$ cat src/sv/ugbi_pkg.sv
`timescale 1ns / 1ps
// ----------------------------------------------------------------------------
// ugbi_pkg
// Shared constants for the uniform grid bin index unit.
// ----------------------------------------------------------------------------
package ugbi_pkg;

	localparam int POS_W  = 24;
	localparam int EDGE_W = 23;
	localparam int DVD_W  = 26;

	localparam int DEF_MAX_BOXES   = 256;
	localparam int DEF_MAX_COLUMNS = 32;
	localparam int DEF_MAX_ROWS    = 32;
	localparam int DEF_MAX_ENTRIES = 4096;

	localparam logic [1:0] FN_LOAD  = 2'd0;
	localparam logic [1:0] FN_COUNT = 2'd1;
	localparam logic [1:0] FN_READ  = 2'd2;
	localparam logic [1:0] FN_NOP   = 2'd3;

	localparam logic [2:0] ST_OK       = 3'd0;
	localparam logic [2:0] ST_OUTSIDE  = 3'd1;
	localparam logic [2:0] ST_FULL     = 3'd2;
	localparam logic [2:0] ST_OVERFLOW = 3'd3;
	localparam logic [2:0] ST_BAD_CELL = 3'd4;
	localparam logic [2:0] ST_BAD_SLOT = 3'd5;

	localparam logic [2:0] REG_MIN_X = 3'd0;
	localparam logic [2:0] REG_MIN_Y = 3'd1;
	localparam logic [2:0] REG_MAX_X = 3'd2;
	localparam logic [2:0] REG_MAX_Y = 3'd3;
	localparam logic [2:0] REG_EDGE  = 3'd4;

endpackage

$ cat src/sv/ugbi_div.sv
`timescale 1ns / 1ps
// ----------------------------------------------------------------------------
// ugbi_div
// Restoring divider, one quotient bit per cycle.
// ----------------------------------------------------------------------------
module ugbi_div import ugbi_pkg::*; (
	input  logic              clk,
	input  logic              arst_n,
	input  logic              go,
	input  logic [DVD_W-1:0]  dividend,
	input  logic [EDGE_W-1:0] divisor,
	output logic              done,
	output logic [DVD_W-1:0]  quotient
);

	localparam int CW = $clog2(DVD_W + 1);

	logic [EDGE_W-1:0] rem_q;
	logic [DVD_W-1:0]  quo_q;
	logic [EDGE_W-1:0] dvs_q;
	logic [CW-1:0]     cnt_q;
	logic              done_q;
	logic [EDGE_W:0]   shifted;
	logic              fits;

	assign shifted  = {rem_q, quo_q[DVD_W-1]};
	assign fits     = shifted >= {1'b0, dvs_q};
	assign done     = done_q;
	assign quotient = quo_q;

	always_ff @(posedge clk or negedge arst_n) begin
		if (!arst_n) begin
			cnt_q  <= '0;
			done_q <= 1'b0;
		end else begin
			done_q <= !go && (cnt_q == CW'(1));
			if (go) begin
				cnt_q <= CW'(DVD_W);
			end else if (cnt_q != '0) begin
				cnt_q <= cnt_q - 1'b1;
			end
		end
	end

	always_ff @(posedge clk) begin
		if (go) begin
			rem_q <= '0;
			quo_q <= dividend;
			dvs_q <= divisor;
		end else if (cnt_q != '0) begin
			rem_q <= fits ? EDGE_W'(shifted - {1'b0, dvs_q}) : shifted[EDGE_W-1:0];
			quo_q <= {quo_q[DVD_W-2:0], fits};
		end
	end

endmodule
$ cat config.mk
export PLATFORM = sky130hd
export DESIGN_NAME = ugbi_div
export DESIGN_NICKNAME = d
export VERILOG_FILES = /design/src/sv/ugbi_pkg.sv /design/src/sv/ugbi_div.sv
export SDC_FILE = /design/constraint.sdc
export NUM_CORES = 1
export LEC_CHECK = 0
export ABC_AREA = 1
export BUFFER_PORTS_ARGS = -buffer_cell sky130_fd_sc_hd__buf_2
export CAP_MARGIN = 20
export CORE_ASPECT_RATIO = 0.5
export CORE_MARGIN = 4
export CORE_UTILIZATION = 30
export CTS_CLUSTER_DIAMETER = 60
export DETAILED_ROUTE_END_ITERATION = 12
export PLACE_DENSITY_LB_ADDON = 0.2
export SETUP_SLACK_MARGIN = 0.4
export SYNTH_ARGS = -nofsm -noshare
export SYNTH_HDL_FRONTEND = slang
export SYNTH_SLANG_ARGS = --single-unit
$ cat constraint.sdc
create_clock -name clk -period 2.9 [get_ports clk]
set_input_delay 0.29 -clock clk [delete_from_list [all_inputs] [get_ports clk]]
set_output_delay 0.29 -clock clk [all_outputs]
set_load 0.05 [all_outputs]
==> summary.txt <==
Floorplan
  – Die Area: 18700 sq um
  – Top-Level Pins: 79
  – Die Width: around 190 um
  – Core area: 15800 sq um
  – # rows: 32
  – Starting Density: 0.313
  – Die Y: 98.7 um

Route
  – Routed len/inst: 13.2 um
  – Drt first pass iters: 5
  – DR vias: 4399
  – Via density: between 4 and 5
  – Initial DRC Count: 247
  – Drt drc: 0
  – Final ANT Viol Nets: 0
  – Final WL: 13200 um

Yosys
  – Area contributors post-synth: edfxtp_1 (30%), nand2_1 (22%), dfxtp_1 (9.3%)
  – Xor/xnor cell area share of the yosys netlist: 0.0177
  – Area leader, netlist: edfxtp_1
  – Syn avg cell area: roughly 7.3 sq um
  – Top-area cell type share of the netlist area: 0.298
  – Mapped Cells: 680
  – Synth cell types: 33
  – Synthesized flop and latch total: 78
  – Register area share after synthesis: 0.422
  – Simple-gate share of the synthesized area: 0.362
  – Largest family of logic cells by synthesized area: simple AND/OR/NAND/NOR gates
  – Fraction of synthesized area in multiplexers: 0
  – Compound-cell area share of the yosys netlist: 0.0347
  – Synth Area in Adders: 0.0700
  – Synthesized cell area: just under 5000 sq um
  – Net Count, Synth: 759
  – Synth warn: 0

Timing
  – Fin crit share: 0.792
  – Final setup viols: 0
  – Count of final max-slew check failures: 0
  – RSZ-0062 raised after global routing: no
  – Setup TNS: 0 ps
  – Skew final: 13.5 ps
  – Final min period: between 2000 and 2500 ps
  – Fmax: roughly 440 MHz
  – Count of final hold-check violations: 0
  – Slew headroom: 0.386
  – Slew @ Worst Pin: approximately 900 ps

Global route
  – Initial antenna violation count: 2
  – First-pass GRT wire length: 21300 um
  – Vias in the first global route: between 4000 and 5000
  – Largest net degree at the start of global routing: 39
  – Total GRT Usage: 0.142
  – Grt total ovfl: 0

Power
  – Pwr Total: between 0.005 and 0.006 W
  – Switching power: 0.00243 W
  – Sw Share: 0.446
  – Power Internal: 0.00302 W
  – VDD IR-drop max: 293 uV
  – Clock share of power: 0.207
  – Logic pwr share: 0.501
  – Static leakage: roughly 3.1 nW
  – Pwr dens: 916 nW/um^2
  – Seq pwr share: 0.291

Final layout
  – Final core occ: 0.377
  – Final nets: 851
  – Leading cell type in the layout, fill and taps excluded: nand2_1
  – Fraction of layout cells with a size suffix above 1: 0.185
  – Post-route cell area: roughly 5900 sq um
  – N_diodes: 0
  – Area growth, synth to finish: 20.5%
  – Highest-count cells in the layout ignoring fill and taps: nand2_1 (293), inv_1 (100), buf_2 (78)

Hold path
  – Worst Hold Class: input port to register
  – Hold depth: 1
  – WHS Endpoint: dvs_q[0]
  – Hold Startpoint: divisor[0]

Setup path
  – Reg-to-reg slack, setup: 600 ps
  – CP Data Arrival Time: between 2000 and 3000 ps
  – Required time of the worst setup path: 3190 ps
  – Worst R2R Start: quotient[25]
  – Crit-path max FO: 9
  – CP Capture Type: register
  – Worst R2R End: rem_q[2]
  – Crit-path leading delay family: simple AND/OR/NAND/NOR gates
  – Crit start category: register
  – Worst r2r path cells: 15
  – Worst-path cell chain: inv_1 > ha_1 > fa_1 > inv_1 > nand2_1 > nand2_1 > nand3_1 > nand2_2 > nand2_2 > nand4_4 > buf_4 > nor2_2 > nor2_1 > nand2_1 > nand2_1
  – CP max-delay cell: fa_1
  – Crit path largest cell delay: about 410 ps
  – CP Class: register to register
  – Critical Path Most Common Cell: nand2_1
  – Buf+Inv Stages, Crit Path: 3

Clock tree
  – TritonCTS clock tree: done
  – Clock Sink Count: 78
  – Total CTS buffers: 9
  – CTS clk-pin slew, worst paths: around 70 ps
  – Clock latency on the worst-skew pair: 350 ps
  – Clk buf depth: 2
  – Clock root cell: clkbuf_16
  – CTS HTree Levels: 3

Place
  – Routability Congestion: 0.976
  – Hpwl dp: 9790 um
  – IO buf count: 78
  – Placed instance area: 5570 sq um

Run status
  – Outcome: finished clean

Flow run
  – Maxcap violations: 0
## synthesized netlist by cell type
cell,count
xnor2_1,7
nand4_1,8
buf_6,2
a21oi_1,16
clkbuf_1,5
ha_1,26
nand2_1,293
buf_4,1
nor2_2,24
nand2_2,8
nor3_1,5
o21bai_1,3
o31ai_1,1
nor2_4,2
edfxtp_1,49
a22oi_1,1
buf_8,1
dfxtp_1,23
nor2_1,39
inv_1,100
nor4_1,1
clkinv_1,1
fa_1,1
nand4_4,1
buf_2,4
o21ai_0,3
and2_1,3
o21ai_1,6
nand3_1,30
dfrtp_1,6
a211o_1,1
nand3b_1,6
xor2_1,3
## logic make-up after synthesis
logic type,count (synthesis)
flops,78
buf+inv,114
simple gates,420
fa+ha+maj,27
compound gates,31
xor+xnor,10
## stage by stage
stage,hold WS (ps),std cells,setup WS (ps)
2_1_floorplan,-5.59,680,509
3_3_place_gp,127,973,471
3_5_place_dp,129,973,382
4_1_cts,97.7,990,421
5_1_grt,101,998,401
6_report,112,998,604
## state kept, by name, indices dropped and copies added (netlist names)
name and count:
rem_q 23, quotient 26, cnt_q 5, dvs_q 23, done 1
## worst max path at each step
stage                 startpoint         to  depth (start not counted)
global placement    quotient[25]   rem_q[9]                         14
CTS                 quotient[25]  rem_q[14]                         14
finish              quotient[25]   rem_q[2]                         15
detailed placement  quotient[25]   rem_q[9]                         14
global route        quotient[25]  rem_q[11]                         14
floorplan           quotient[25]  rem_q[18]                         14
## layout make-up
type,instances,area [sq um]
clock buffer,10,239
clock inverter,6,51.3
fill,1722,9830
inverter,101,379
multi-input combinational,489,2400
sequential,78,2080
tap,221,277
timing repair buffer,93,517
## layer usage
layer  wire length (um)  global-route usage  vias to the layer above
li1                   -                   -                     2301
met1               6790               0.207                     1952
met2               5210               0.203                      125
met3                969              0.0442                       17
met4                183              0.0372                        4
met5                 20                   0                        -
## power groups by stage
stage,registers [W],logic (W),clock network (W)
after CTS,0.00159,0.00260,0.00117
after global routing,0.00161,0.00309,0.00121
final,0.00159,0.00273,0.00113
after floorplan,0.00170,0.00193,0
after global placement,0.00160,0.00258,0
after detailed placement,0.00160,0.00259,0
## timing repair
| action | 4_1_cts | 5_1_grt |
|---|---|---|
| hold buffers | 1 | 0 |
| hold endpoints to repair | 6 | 0 |
| gates resized for setup | 0 | 1 |
| pin swaps | 1 | 0 |
| gates cloned | 0 | 1 |
| setup buffers | 0 | 6 |
| setup endpoints to repair | 7 | 16 |
Note: power is estimated with default switching activity, not from simulation.
